### config.mk
export PLATFORM = sky130hd
export DESIGN_NAME = hpmb_queue
export DESIGN_NICKNAME = d
export VERILOG_FILES = /design/src/hdl/hpmb_pkg.sv /design/src/hdl/hpmb_queue.sv
export SDC_FILE = /design/constraint.sdc
export NUM_CORES = 1
export LEC_CHECK = 0
export ABC_AREA = 0
export BUFFER_PORTS_ARGS = -buffer_cell sky130_fd_sc_hd__buf_2
export CAP_MARGIN = 20
export CORE_AREA = 2 2 342 344
export CTS_BUF_LIST = sky130_fd_sc_hd__clkbuf_4 sky130_fd_sc_hd__clkbuf_8
export DETAILED_ROUTE_END_ITERATION = 10
export DIE_AREA = 0 0 344 346
export PLACE_DENSITY = 0.77
export SLEW_MARGIN = 20
export SYNTH_ARGS = -nofsm -noshare
export SYNTH_HDL_FRONTEND = slang
export SYNTH_SLANG_ARGS = --single-unit
### constraint.sdc
create_clock -name i_clk -period 16.8 [get_ports i_clk]
set_clock_uncertainty 0.05 [all_clocks]
set_input_delay 3.36 -clock i_clk [delete_from_list [all_inputs] [get_ports i_clk]]
set_output_delay 3.36 -clock i_clk [all_outputs]
set_load 0.02 [all_outputs]
### src/hdl/hpmb_pkg.sv
// types and constants of the homography point mapper
// no dependencies
package hpmb_pkg;

    localparam int COEFS     = 9;
    localparam int CAM_ID_W  = 4;
    localparam int CIDX_W    = 4;
    localparam int COEF_W    = 32;
    localparam int PIX_W     = 24;
    localparam int ID_W      = 16;
    localparam int CONF_W    = 16;
    localparam int TS_W      = 63;
    localparam int CFG_IDX_W = 4;
    localparam int PROD_W    = 56;
    localparam int ACC_W     = 58;
    localparam int Q_W       = 32;
    localparam int NZP_W     = 49;
    localparam int NZQ_W     = 33;
    localparam int MAG_W     = 34;
    localparam int DIV_STEPS = 32;
    localparam int Q_DEPTH   = 4;

    localparam logic [CIDX_W-1:0] LAST_COEF = 4'd8;
    localparam logic [ACC_W-1:0] W_NEAR_ZERO = 58'd42;
    localparam logic [ACC_W-1:0] INF_MAG_LIMIT = 58'd268435456;
    localparam logic [19:0] INF_SCALE = 20'd1000000;
    localparam logic [MAG_W-1:0] MAG_SAT = 34'h080000000;
    localparam logic signed [31:0] SAT_MIN = 32'sh80000000;
    localparam logic signed [31:0] SAT_MAX = 32'sh7fffffff;

    localparam logic signed [31:0] X_MIN_RST = 32'sd0;
    localparam logic signed [31:0] X_MAX_RST = 32'sd6553600;
    localparam logic signed [31:0] Y_MIN_RST = 32'sd0;
    localparam logic signed [31:0] Y_MAX_RST = 32'sd393216;

    typedef enum logic {
        MODE_LOAD  = 1'b0,
        MODE_XFORM = 1'b1
    } t_mode;

    typedef enum logic [CFG_IDX_W-1:0] {
        CFG_X_MIN = 4'd0,
        CFG_X_MAX = 4'd1,
        CFG_Y_MIN = 4'd2,
        CFG_Y_MAX = 4'd3
    } t_cfg_idx;

    typedef logic signed [COEF_W-1:0] t_coef;

    typedef struct packed {
        logic [ID_W-1:0]     ball_id;
        logic [CAM_ID_W-1:0] camera_id;
        logic [CONF_W-1:0]   confidence;
        logic [TS_W-1:0]     time_stamp;
    } t_tag;

    typedef struct packed {
        t_coef [COEFS-1:0]        h;
        logic signed [PIX_W-1:0]  px;
        logic signed [PIX_W-1:0]  py;
        t_tag                     tag;
    } t_job;

endpackage

### src/hdl/hpmb_queue.sv
// short job queue between front end and arithmetic back end
// depends on hpmb_pkg
module hpmb_queue (
    input  logic            i_clk,
    input  logic            i_rst_n,
    input  logic            i_push,
    input  hpmb_pkg::t_job  i_job,
    output logic            o_full,
    output logic            o_valid,
    input  logic            i_pop,
    output hpmb_pkg::t_job  o_job
);
    import hpmb_pkg::*;

    localparam int PTR_W = $clog2(Q_DEPTH);

    t_job               r_q [Q_DEPTH];
    logic [PTR_W-1:0]   r_wp;
    logic [PTR_W-1:0]   r_rp;
    logic [PTR_W:0]     r_cnt;
    logic               do_push;
    logic               do_pop;

    assign o_full  = (r_cnt == (PTR_W + 1)'(Q_DEPTH));
    assign o_valid = (r_cnt != '0);
    assign do_push = i_push && !o_full;
    assign do_pop  = i_pop && o_valid;
    assign o_job   = r_q[r_rp];

    // storage
    always_ff @(posedge i_clk) begin
        if (do_push) begin
            r_q[r_wp] <= i_job;
        end
    end

    // pointers and fill count
    always_ff @(posedge i_clk) begin
        if (!i_rst_n) begin
            r_wp  <= '0;
            r_rp  <= '0;
            r_cnt <= '0;
        end else begin
            if (do_push) r_wp <= r_wp + 1'b1;
            if (do_pop) r_rp <= r_rp + 1'b1;
            if (do_push && !do_pop) begin
                r_cnt <= r_cnt + 1'b1;
            end else if (do_pop && !do_push) begin
                r_cnt <= r_cnt - 1'b1;
            end
        end
    end

endmodule

==> flow_summary.json <==
{
  "grt_pass1_wl_mm": 192.2,
  "p_leak_nw": 24.72,
  "synth_nets": 2765,
  "hold_violations": 0,
  "cts_max_level": 5,
  "synth_top_cell_by_area": "edfxtp_1",
  "powerDensity_nw_per_um2": 158.4,
  "min_period_ns": 7.629,
  "cts-buffers-inserted": 281,
  "dieArea_sq_um": 119000,
  "synth_top_area_share_pct": 82.77,
  "holdPathStages": 2,
  "worst_ep_arrival_time_ns": 4.22,
  "placed_area_sq_um": 69180,
  "wl_per_cell_microns": 25.94,
  "place_congestion": 0.7683,
  "gr-total-overflow": 0,
  "grt_max_degree": 151,
  "dp_hpwl_mm": 84.51,
  "start_util_pct": 54.69,
  "first_global_vias": 30660,
  "endpoint_kind": "output pin",
  "clkTransAtPathRegs_ns": 0.06,
  "insertion_delay_ns": 0.92,
  "portBuffers": 875,
  "whs_ns": 0.4554,
  "synth_ff_type": "edfxtp_1",
  "min_path_type": "flop to flop",
  "seqCellArea_sq_um": 52440,
  "drt_iter0_drc": 2399,
  "clk_path_buf_depth": 4,
  "cts_tree": "done",
  "period_share_pct": 45.41,
  "seq_area_frac_synth_pct": 83.05,
  "rsz0062_at_grt": "no",
  "synth_area_sq_um": 63130,
  "hp-start": "r_wp[1]$_SDFFE_PN0P_",
  "async_reset_ff_share_pct": 0,
  "cts.sinks": 1749,
  "fillerInstances": 7167,
  "clock-root-buffer": "clkbuf_8",
  "relSlewSlack_pct": 26.59,
  "post-route-util_pct": 64.35,
  "syn_inst": 2320,
  "r2r-start": "r_cnt[0]$_SDFFE_PN0P_",
  "required_ns": 13.39,
  "drc": 0,
  "cp-start-kind": "flop",
  "fmax_ghz": 0.1311,
  "multi_input_area_sq_um": 10080,
  "r2r_cells": 6,
  "wl_mm": 133.5,
  "drt-pass1-iter-count": 5,
  "vdd_drop_max_uv": 133.8,
  "fin_tns_setup_ns": 0,
  "yosysUniqueCellTypes": 23,
  "yosys_register_bits": 1749,
  "core-area_sq_um": 115400,
  "antenna_found_initial": 67,
  "final_max_slew_viol_count": 0,
  "die_w_microns": 344,
  "drive_gt1_share_pct": 48.79,
  "finalNetCount": 3854,
  "antenna_left": 0,
  "row_count": 125,
  "synth-edff-count": 1740,
  "maxCapViolations": 0,
  "io_pins": 876,
  "setup_viol": 0,
  "tightest_slew_ns": 1.101,
  "critPathMaxFanout": 139,
  "drt-vias-per-instance": 5.666,
  "hold_buffers": 0,
  "area_growth_pct": 17.65,
  "stdcell_area_sq_um": 74270,
  "grt_use_total_pct": 22.13,
  "dr_total_vias": 29150,
  "syn-mean-instance-area_sq_um": 27.21,
  "crit_type": "flop to output pin",
  "die_h_microns": 346,
  "status": "finished, final reports clean",
  "synth_area_leaders": "edfxtp_1 83%, mux4_2 16%, buf_6 0.30%, dfxtp_1 0.29%, buf_2 0.25%",
  "cts_resized": 0,
  "power_w": 0.01176,
  "post_cts_buffers": 0,
  "ys_warn_count": 0
}
## layer usage
layer / global-route usage [%] / vias to the layer above / wire length, microns
met2: 35.51 / 1331 / 67010
met4: 9.255 / 64 / 4377
li1: - / 12410 / -
met5: 0 / - / 405
met3: 9.711 / 314 / 15210
met1: 26.15 / 15040 / 46480
## kinds of logic after synthesis
| group | share of synthesized area, % |
|---|---|
| simple gates | 0.1546 |
| flops | 83.05 |
| mux | 15.57 |
| fa+ha+maj | 0.1308 |
| compound gates | 0.04559 |
| buf+inv | 0.9969 |
| xor+xnor | 0.05550 |
## placed cells by master, fill, tap and decap left out
master      count
buf_2         875
nor2b_1         2
and2_4          4
inv_6           3
o311ai_0        1
edfxtp_1     1740
dfxtp_1         7
and2_1          4
xor2_1          1
clkbuf_8      285
nand2_1         4
o31ai_1         1
buf_12         11
inv_1           3
o21ai_0         1
fa_1            1
mux2i_1         3
clkbuf_4       90
buf_4          19
or3_1           2
nor3b_1         1
xnor2_1         3
bufinv_16       1
clkinvlp_4      8
clkinv_1       55
dfxtp_4         2
clkinv_2       15
ha_1            5
a21boi_0        1
mux4_2        435
diode_2        38
## cell type report
class                           instances  share of cell area (%)
Antenna cell                           38                  0.1280
Clock buffer                          375                   6.191
Clock inverter                         82                  0.5357
Inverter                                3                 0.01516
Multi-Input combinational cell        469                   13.57
Sequential cell                      1749                   70.60
Tap cell                             1524                   2.567
Timing Repair Buffer                  905                   6.385
## worst max-delay path, cell delays in order (launching register included)
cell and delay [ns]:
dfxtp_4 0.92, buf_4 0.87, buf_12 0.62, mux4_2 0.42, buf_2 0.18
## Yosys cell counts (2+ instances only)
master	n
edfxtp_1	1740
mux4_2	435
buf_2	32
buf_4	21
clkbuf_1	19
buf_6	17
buf_1	10
dfxtp_1	9
and2_1	8
ha_1	5
nand2_1	4
inv_1	3
mux2i_1	3
xnor2_1	3
nor2b_1	2
or3_1	2
## through the flow
step                      worst slack (ns)  std cells
after detailed placement             9.563       4650
after global routing                 8.859       5126
final                                9.171       5145
after global placement               9.563       4650
after CTS                            8.991       5107
after floorplan                      2.320       2320
## worst paths after layout
path | to | slack [ns]
hold reg to reg | r_wp[1]$_SDFFE_PN0P_ | 0.46
hold / removal | r_wp[1]$_SDFFE_PN0P_ | 0.46
setup reg to reg | r_q[0][226]$_DFFE_PP_ | 12.37
setup / recovery | o_job[295] | 9.17
## flip-flops by register name (all words and copies together) (netlist names), named ones only
register	count
r_cnt	3
r_q	1740
r_rp	2
r_wp	2
## report_power, final
| part | switching, W | leakage [nW] | internal (W) |
|---|---|---|---|
| Combinational | 0.00185 | 6.06 | 0.00119 |
| Sequential | 0.000126 | 16.0 | 0.00530 |
| Clock | 0.00151 | 2.64 | 0.00178 |
| Total | 0.00349 | 24.7 | 0.00827 |
Note: power is estimated with default switching activity, not from simulation.
