[config.mk]
export PLATFORM = sky130hd
export DESIGN_NAME = hpmb_front_flat
export DESIGN_NICKNAME = d
export VERILOG_FILES = /design/src/hdl/hpmb_pkg.sv /design/src/hdl/hpmb_if.sv /design/src/hdl/hpmb_front.sv /design/src/flat_wrapper.sv
export SDC_FILE = /design/constraint.sdc
export NUM_CORES = 2
export LEC_CHECK = 0
export BUFFER_PORTS_ARGS = -buffer_cell sky130_fd_sc_hd__buf_2
export CAP_MARGIN = 40
export CELL_PAD_IN_SITES_DETAIL_PLACEMENT = 2
export CELL_PAD_IN_SITES_GLOBAL_PLACEMENT = 2
export CORE_MARGIN = 2
export CORE_UTILIZATION = 50
export DETAILED_ROUTE_END_ITERATION = 8
export HOLD_SLACK_MARGIN = 0.12
export PLACE_DENSITY_LB_ADDON = 0.1
export SYNTH_ARGS = -nofsm -noshare
export SYNTH_HDL_FRONTEND = slang
export SYNTH_SLANG_ARGS = --single-unit
[constraint.sdc]
create_clock -name i_clk -period 18.15 [get_ports i_clk]
set_input_delay 1.815 -clock i_clk [delete_from_list [all_inputs] [get_ports i_clk]]
set_output_delay 1.815 -clock i_clk [all_outputs]
set_load 0.05 [all_outputs]
[src/hdl/hpmb_pkg.sv]
// types and constants of the homography point mapper
// no dependencies
package hpmb_pkg;

    localparam int COEFS     = 9;
    localparam int CAM_ID_W  = 4;
    localparam int CIDX_W    = 4;
    localparam int COEF_W    = 32;
    localparam int PIX_W     = 24;
    localparam int ID_W      = 16;
    localparam int CONF_W    = 16;
    localparam int TS_W      = 63;
    localparam int CFG_IDX_W = 4;
    localparam int PROD_W    = 56;
    localparam int ACC_W     = 58;
    localparam int Q_W       = 32;
    localparam int NZP_W     = 49;
    localparam int NZQ_W     = 33;
    localparam int MAG_W     = 34;
    localparam int DIV_STEPS = 32;
    localparam int Q_DEPTH   = 4;

    localparam logic [CIDX_W-1:0] LAST_COEF = 4'd8;
    localparam logic [ACC_W-1:0] W_NEAR_ZERO = 58'd42;
    localparam logic [ACC_W-1:0] INF_MAG_LIMIT = 58'd268435456;
    localparam logic [19:0] INF_SCALE = 20'd1000000;
    localparam logic [MAG_W-1:0] MAG_SAT = 34'h080000000;
    localparam logic signed [31:0] SAT_MIN = 32'sh80000000;
    localparam logic signed [31:0] SAT_MAX = 32'sh7fffffff;

    localparam logic signed [31:0] X_MIN_RST = 32'sd0;
    localparam logic signed [31:0] X_MAX_RST = 32'sd6553600;
    localparam logic signed [31:0] Y_MIN_RST = 32'sd0;
    localparam logic signed [31:0] Y_MAX_RST = 32'sd393216;

    typedef enum logic {
        MODE_LOAD  = 1'b0,
        MODE_XFORM = 1'b1
    } t_mode;

    typedef enum logic [CFG_IDX_W-1:0] {
        CFG_X_MIN = 4'd0,
        CFG_X_MAX = 4'd1,
        CFG_Y_MIN = 4'd2,
        CFG_Y_MAX = 4'd3
    } t_cfg_idx;

    typedef logic signed [COEF_W-1:0] t_coef;

    typedef struct packed {
        logic [ID_W-1:0]     ball_id;
        logic [CAM_ID_W-1:0] camera_id;
        logic [CONF_W-1:0]   confidence;
        logic [TS_W-1:0]     time_stamp;
    } t_tag;

    typedef struct packed {
        t_coef [COEFS-1:0]        h;
        logic signed [PIX_W-1:0]  px;
        logic signed [PIX_W-1:0]  py;
        t_tag                     tag;
    } t_job;

endpackage

[src/hdl/hpmb_if.sv]
// channel interfaces: point items in, mapped items out, register writes
// depends on hpmb_pkg
interface hpmb_in_if;
    import hpmb_pkg::*;
    logic                    valid;
    logic                    ready;
    logic                    mode;
    logic [CAM_ID_W-1:0]     camera_id;
    logic [CIDX_W-1:0]       coef_index;
    logic signed [COEF_W-1:0] coef_value;
    logic signed [PIX_W-1:0] pixel_x;
    logic signed [PIX_W-1:0] pixel_y;
    logic [CONF_W-1:0]       confidence;
    logic [ID_W-1:0]         ball_id;
    logic [TS_W-1:0]         time_stamp;
    modport source (output valid, mode, camera_id, coef_index, coef_value, pixel_x,
                    pixel_y, confidence, ball_id, time_stamp, input ready);
    modport sink (input valid, mode, camera_id, coef_index, coef_value, pixel_x,
                  pixel_y, confidence, ball_id, time_stamp, output ready);
endinterface


[src/hdl/hpmb_front.sv]
// front end: accepts items, holds coefficient tables and camera valid bits,
// forwards transform jobs of valid cameras; depends on hpmb_pkg, hpmb_if
module hpmb_front #(
    parameter int CAMERAS = 8
) (
    input  logic            i_clk,
    input  logic            i_rst_n,
    hpmb_in_if.sink         i_pt,
    input  logic            i_full,
    output logic            o_push,
    output hpmb_pkg::t_job  o_job
);
    import hpmb_pkg::*;

    localparam int CAM_W = (CAMERAS > 1) ? $clog2(CAMERAS) : 1;
    localparam logic [CAM_ID_W:0] CAM_LIM = (CAM_ID_W + 1)'(CAMERAS);

    logic               accept;
    logic               cam_ok;
    logic [CAM_W-1:0]   cam_a;
    logic               is_load;
    logic               r_f_valid;
    logic [CAMERAS-1:0] r_cam_valid;
    t_coef [COEFS-1:0]  r_rd;
    logic signed [PIX_W-1:0] r_px;
    logic signed [PIX_W-1:0] r_py;
    t_tag               r_tag;

    // handshake and classification
    assign o_push     = r_f_valid && !i_full;
    assign i_pt.ready = !r_f_valid || !i_full;
    assign accept     = i_pt.valid && i_pt.ready;
    assign cam_ok     = {1'b0, i_pt.camera_id} < CAM_LIM;
    assign cam_a      = i_pt.camera_id[CAM_W-1:0];
    assign is_load    = (i_pt.mode == MODE_LOAD);

    // one table per matrix position, read for every accepted item
    for (genvar k = 0; k < COEFS; k++) begin : g_tab
        logic [COEF_W-1:0] r_mem [CAMERAS];
        always_ff @(posedge i_clk) begin
            if (accept && is_load && cam_ok && (i_pt.coef_index == CIDX_W'(k))) begin
                r_mem[cam_a] <= i_pt.coef_value;
            end
            if (accept) begin
                r_rd[k] <= r_mem[cam_a];
            end
        end
    end

    // camera valid bits and front stage valid
    always_ff @(posedge i_clk) begin
        if (!i_rst_n) begin
            r_cam_valid <= '0;
            r_f_valid   <= 1'b0;
        end else begin
            if (accept && is_load && cam_ok && (i_pt.coef_index == LAST_COEF)) begin
                r_cam_valid[cam_a] <= 1'b1;
            end
            if (accept) begin
                r_f_valid <= !is_load && cam_ok && r_cam_valid[cam_a];
            end else if (o_push) begin
                r_f_valid <= 1'b0;
            end
        end
    end

    // point and pass-through fields
    always_ff @(posedge i_clk) begin
        if (accept) begin
            r_px             <= i_pt.pixel_x;
            r_py             <= i_pt.pixel_y;
            r_tag.ball_id    <= i_pt.ball_id;
            r_tag.camera_id  <= i_pt.camera_id;
            r_tag.confidence <= i_pt.confidence;
            r_tag.time_stamp <= i_pt.time_stamp;
        end
    end

    assign o_job.h   = r_rd;
    assign o_job.px  = r_px;
    assign o_job.py  = r_py;
    assign o_job.tag = r_tag;

endmodule

[src/flat_wrapper.sv]
// flat-port wrapper written by rule: the top's interface ports become plain ports
module hpmb_front_flat import hpmb_pkg::*;
#(
    parameter int CAMERAS = 8
)
  (i_clk, i_rst_n, i_full, o_push, o_job, i_pt_valid, i_pt_mode, i_pt_camera_id, i_pt_coef_index, i_pt_coef_value, i_pt_pixel_x, i_pt_pixel_y, i_pt_confidence, i_pt_ball_id, i_pt_time_stamp, i_pt_ready);
  hpmb_in_if i_pt_i ();
  input  logic i_clk;
  input  logic i_rst_n;
  input  logic i_full;
  output logic o_push;
  output hpmb_pkg::t_job o_job;
  input wire logic [$bits(i_pt_i.valid)-1:0] i_pt_valid;
  input wire logic [$bits(i_pt_i.mode)-1:0] i_pt_mode;
  input wire logic [$bits(i_pt_i.camera_id)-1:0] i_pt_camera_id;
  input wire logic [$bits(i_pt_i.coef_index)-1:0] i_pt_coef_index;
  input wire logic [$bits(i_pt_i.coef_value)-1:0] i_pt_coef_value;
  input wire logic [$bits(i_pt_i.pixel_x)-1:0] i_pt_pixel_x;
  input wire logic [$bits(i_pt_i.pixel_y)-1:0] i_pt_pixel_y;
  input wire logic [$bits(i_pt_i.confidence)-1:0] i_pt_confidence;
  input wire logic [$bits(i_pt_i.ball_id)-1:0] i_pt_ball_id;
  input wire logic [$bits(i_pt_i.time_stamp)-1:0] i_pt_time_stamp;
  output wire logic [$bits(i_pt_i.ready)-1:0] i_pt_ready;
  assign i_pt_i.valid = i_pt_valid;
  assign i_pt_i.mode = i_pt_mode;
  assign i_pt_i.camera_id = i_pt_camera_id;
  assign i_pt_i.coef_index = i_pt_coef_index;
  assign i_pt_i.coef_value = i_pt_coef_value;
  assign i_pt_i.pixel_x = i_pt_pixel_x;
  assign i_pt_i.pixel_y = i_pt_pixel_y;
  assign i_pt_i.confidence = i_pt_confidence;
  assign i_pt_i.ball_id = i_pt_ball_id;
  assign i_pt_i.time_stamp = i_pt_time_stamp;
  assign i_pt_ready = i_pt_i.ready;
  hpmb_front #(.CAMERAS(CAMERAS)) u_core (.i_clk(i_clk), .i_rst_n(i_rst_n), .i_pt(i_pt_i), .i_full(i_full), .o_push(o_push), .o_job(o_job));
endmodule
==> flow_metrics.tcl, run 1 <==
set metrics [dict create \
    outcome "did not finish" \
    stop_stage "detailed placement (3_5_place_dp)" \
    error "Error: detail_place.tcl, 38 bad optional access" \
    synthAdderAreaFrac 0 \
    synthesis.area_sq_um 99700 \
    ys_warn_count 0 \
    syn_avg_cell_area_sq_um 20.0 \
    ios 625 \
    synth_compound_area_frac 0.0861 \
    rows 163 \
    syn-num-nets 5169 \
    synth_top_family_by_area "compound AO/OA/AOI/OAI gates" \
    synth_xor_area_frac 0 \
    synth_edf_count 2739 \
    synth_cell_type_count 42 \
    synthCells 4981 \
    async_flop_share 0 \
    die_y_microns 451 \
    die_w_microns 451 \
    seq_area_frac_synth 0.827 \
    portBuffers 624 \
    gp_congestion 0.757 \
    ys.flop_type "edfxtp_1" \
    ys_ff_latch 2748 \
    start_util 0.504 \
    synthMuxAreaShare 0.0612 \
    synthSimpleGateAreaFrac 0.0101 \
]
-- kinds of logic after synthesis --
family          Yosys count
compound gates         1099
buf+inv                 337
flops                  2748
mux                     553
simple gates            244
-- per-stage QoR --
step	hold slack [ns]	instance area (sq um)	std cells	worst slack, ns
2_1_floorplan	0.440	99700	4981	5.24
3_3_place_gp	0.446	106000	8064	12.16
-- synth_stat cells, types with 48 or more instances --
master | instances | area share
mux2i_1 | 227 | 0.023
edfxtp_1 | 2739 | 0.83
o22ai_1 | 142 | 0.0089
clkbuf_1 | 165 | 0.0062
nand2_1 | 122 | 0.0046
a22oi_1 | 159 | 0.012
o221ai_1 | 96 | 0.0084
buf_2 | 131 | 0.0066
a21oi_1 | 53 | 0.0027
o21ai_0 | 78 | 0.0039
nor2_1 | 87 | 0.0033
a22o_1 | 48 | 0.0042
a221oi_1 | 480 | 0.042
mux2_2 | 312 | 0.035
==> run 2, diff against run 1 <==
- CELL_PAD_IN_SITES_DETAIL_PLACEMENT: 2 -> not set
- CELL_PAD_IN_SITES_GLOBAL_PLACEMENT: 2 -> not set
- CORE_UTILIZATION: 50 -> 40
- HOLD_SLACK_MARGIN: 0.12 -> not set
- PLACE_DENSITY_LB_ADDON: 0.1 -> 0.15
==> flow_metrics.tcl, run 2 <==
set metrics [dict create \
    via_per_inst 5.82 \
    root_buffer "clkbuf_16" \
    start_util 0.402 \
    fin_crit_sh 0.269 \
    syn2layout_area_growth_pct 18.4 \
    die_area_sq_um 253000 \
    ff_latch_area_sq_um 82400 \
    vias 54328 \
    largest_reg_flops 2304 \
    grt_pass1_wl_mm 425 \
    outcome "completed" \
    criticalPathCategory "primary input to register" \
    final_cell_mix "edfxtp_1, buf_2, a221oi_1" \
    die_w_microns 503 \
    grt_use_total 0.240 \
    coreArea_sq_um 248000 \
    synthCells 4981 \
    drive_gt1_frac 0.275 \
    ys_warn_count 0 \
    n_fill_cell 20810 \
    nets 5966 \
    yosysTopAreaCellShare 0.825 \
    drv_cap 0 \
    syn-num-nets 5169 \
    gp_congestion 0.753 \
    grt_pass1_vias 53156 \
    critical_path_required_ns 18.71 \
    rsz0062_at_grt "no" \
    ant_nets 0 \
    first_pass_iters 5 \
    drt_iter0_drc 6355 \
    ios 625 \
    cp-end-kind "register" \
    rows 183 \
    worst_hold_path_type "register to register" \
    power_leakage_nw 38.4 \
    slew_headroom 0.355 \
    grt_max_degree 122 \
    grt-ovfl-total 0 \
    htree_levels 5 \
    final.setup.tns_ns 0 \
    finalPower_mw 13.9 \
    async_flop_share 0 \
    largest_register "u_core.g_tab.r_mem" \
    worst_pin_slew_ns 0.968 \
    period_needed_ns 4.89 \
    synth_cell_type_count 42 \
    finalHoldViolCount 0 \
    dp_hpwl_mm 173 \
    clk_pin_slew_worst_paths_ns 0.06 \
    portBuffers 624 \
    post_cts_buffers 0 \
    cts_made_buffers 306 \
    clock_latency_ns 0.95 \
    antenna_found_initial 39 \
    clock_sinks 2748 \
    cts_buffer_depth 4 \
    multi_input_area_sq_um 16400 \
    wl_per_cell_microns 33.4 \
    ys_ff_latch 2748 \
    max_freq_ghz 0.205 \
    seq_area_frac_synth 0.827 \
    whs_ns 0.464 \
    start_kind "primary input" \
    drc_errors 0 \
    final_common_cell "edfxtp_1" \
    yosysMostFrequentCell "edfxtp_1" \
    cts_tree "done" \
    ys.flop_type "edfxtp_1" \
    synth_largest_area_cell "edfxtp_1" \
    synthesis.area_sq_um 99700 \
    wl_mm 312 \
    final_util 0.476 \
    ctsResizeCount 0 \
    slew_viol_final 0 \
    vdd_drop_max_mv 0.109 \
    syn_avg_cell_area_sq_um 20.0 \
    die_y_microns 503 \
    p_per_area_nw_per_um2 118 \
    cts_hold_buf 0 \
    synth_area_leaders "edfxtp_1, a221oi_1, mux2_2" \
    fin_skew_ns 0.0595 \
    worstPathArrival_ns 5.45 \
    yosys-top-cells-count "edfxtp_1, a221oi_1, mux2_2, mux2i_1, clkbuf_1" \
    crit_fanout 51 \
    setup_violations 0 \
    synth_edf_count 2739 \
]
run 2: cell counts after synthesis:
No cell type changed its count.
run 2: metal layers:
layer | GRT usage | wire length (microns) | vias up
li1 | - | - | 22622
met1 | 0.329 | 129000 | 28774
met2 | 0.381 | 146000 | 2511
met3 | 0.0507 | 25400 | 421
met4 | 0.0849 | 10300 | 0
met5 | 0 | 0 | -
run 2: final timing paths:
path                                            start                     to  slack (ns)  depth (start not counted)
worst max-delay path                           i_full      u_core.o_job[278]       13.26                          8
worst min-delay path            u_core.r_cam_valid[0]  u_core.r_cam_valid[0]        0.46                          1
worst max register to register       u_core.r_f_valid      u_core.o_job[278]       13.95                          7
worst min register to register  u_core.r_cam_valid[0]  u_core.r_cam_valid[0]        0.46                          1
run 2: cell type report:
class | count | area share
multi-input cells | 1896 | 0.139
well taps | 3330 | 0.0353
clock inverters | 140 | 0.00971
clock buffers | 384 | 0.0689
diodes | 15 | 0.000318
flip-flops and latches | 2748 | 0.698
repair buffers | 823 | 0.0488
inverters | 3 | 0.000265
run 2: cell families (layout without fill, tap and decap cells):
kind of cell | after synthesis | after routing | synth area share
DFF | 2748 | 2748 | 0.827
AOI/OAI and AO/OA | 1099 | 1099 | 0.0861
muxes | 553 | 553 | 0.0612
buffers and inverters | 337 | 1350 | 0.0156
and+or+nand+nor | 244 | 244 | 0.0101
other | 0 | 15 | 0
run 2: per-stage QoR:
stage	std cells	worst slack [ns]	area (sq um)
3_5_place_dp	8800	12.26	109000
4_1_cts	9324	13.22	118000
6_report	9339	13.26	118000
2_1_floorplan	4981	5.24	99700
5_1_grt	9327	13.11	118000
3_3_place_gp	8737	11.55	107000
run 2: worst max-delay path: stages:
cell and delay [ns]:
buf_2 0.12, nand2_1 0.08, and2_4 0.70, buf_4 0.63, buf_4 0.76, buf_4 0.51, buf_4 0.32, buf_16 0.31
run 2: where the power goes:
part           total [mW]  internal [mW]  switching (mW)
Combinational       0.949          0.224           0.725
Sequential           7.14           7.08          0.0585
Clock                5.86           3.41            2.45
No activity file was read; power rests on OpenSTA's default activity.
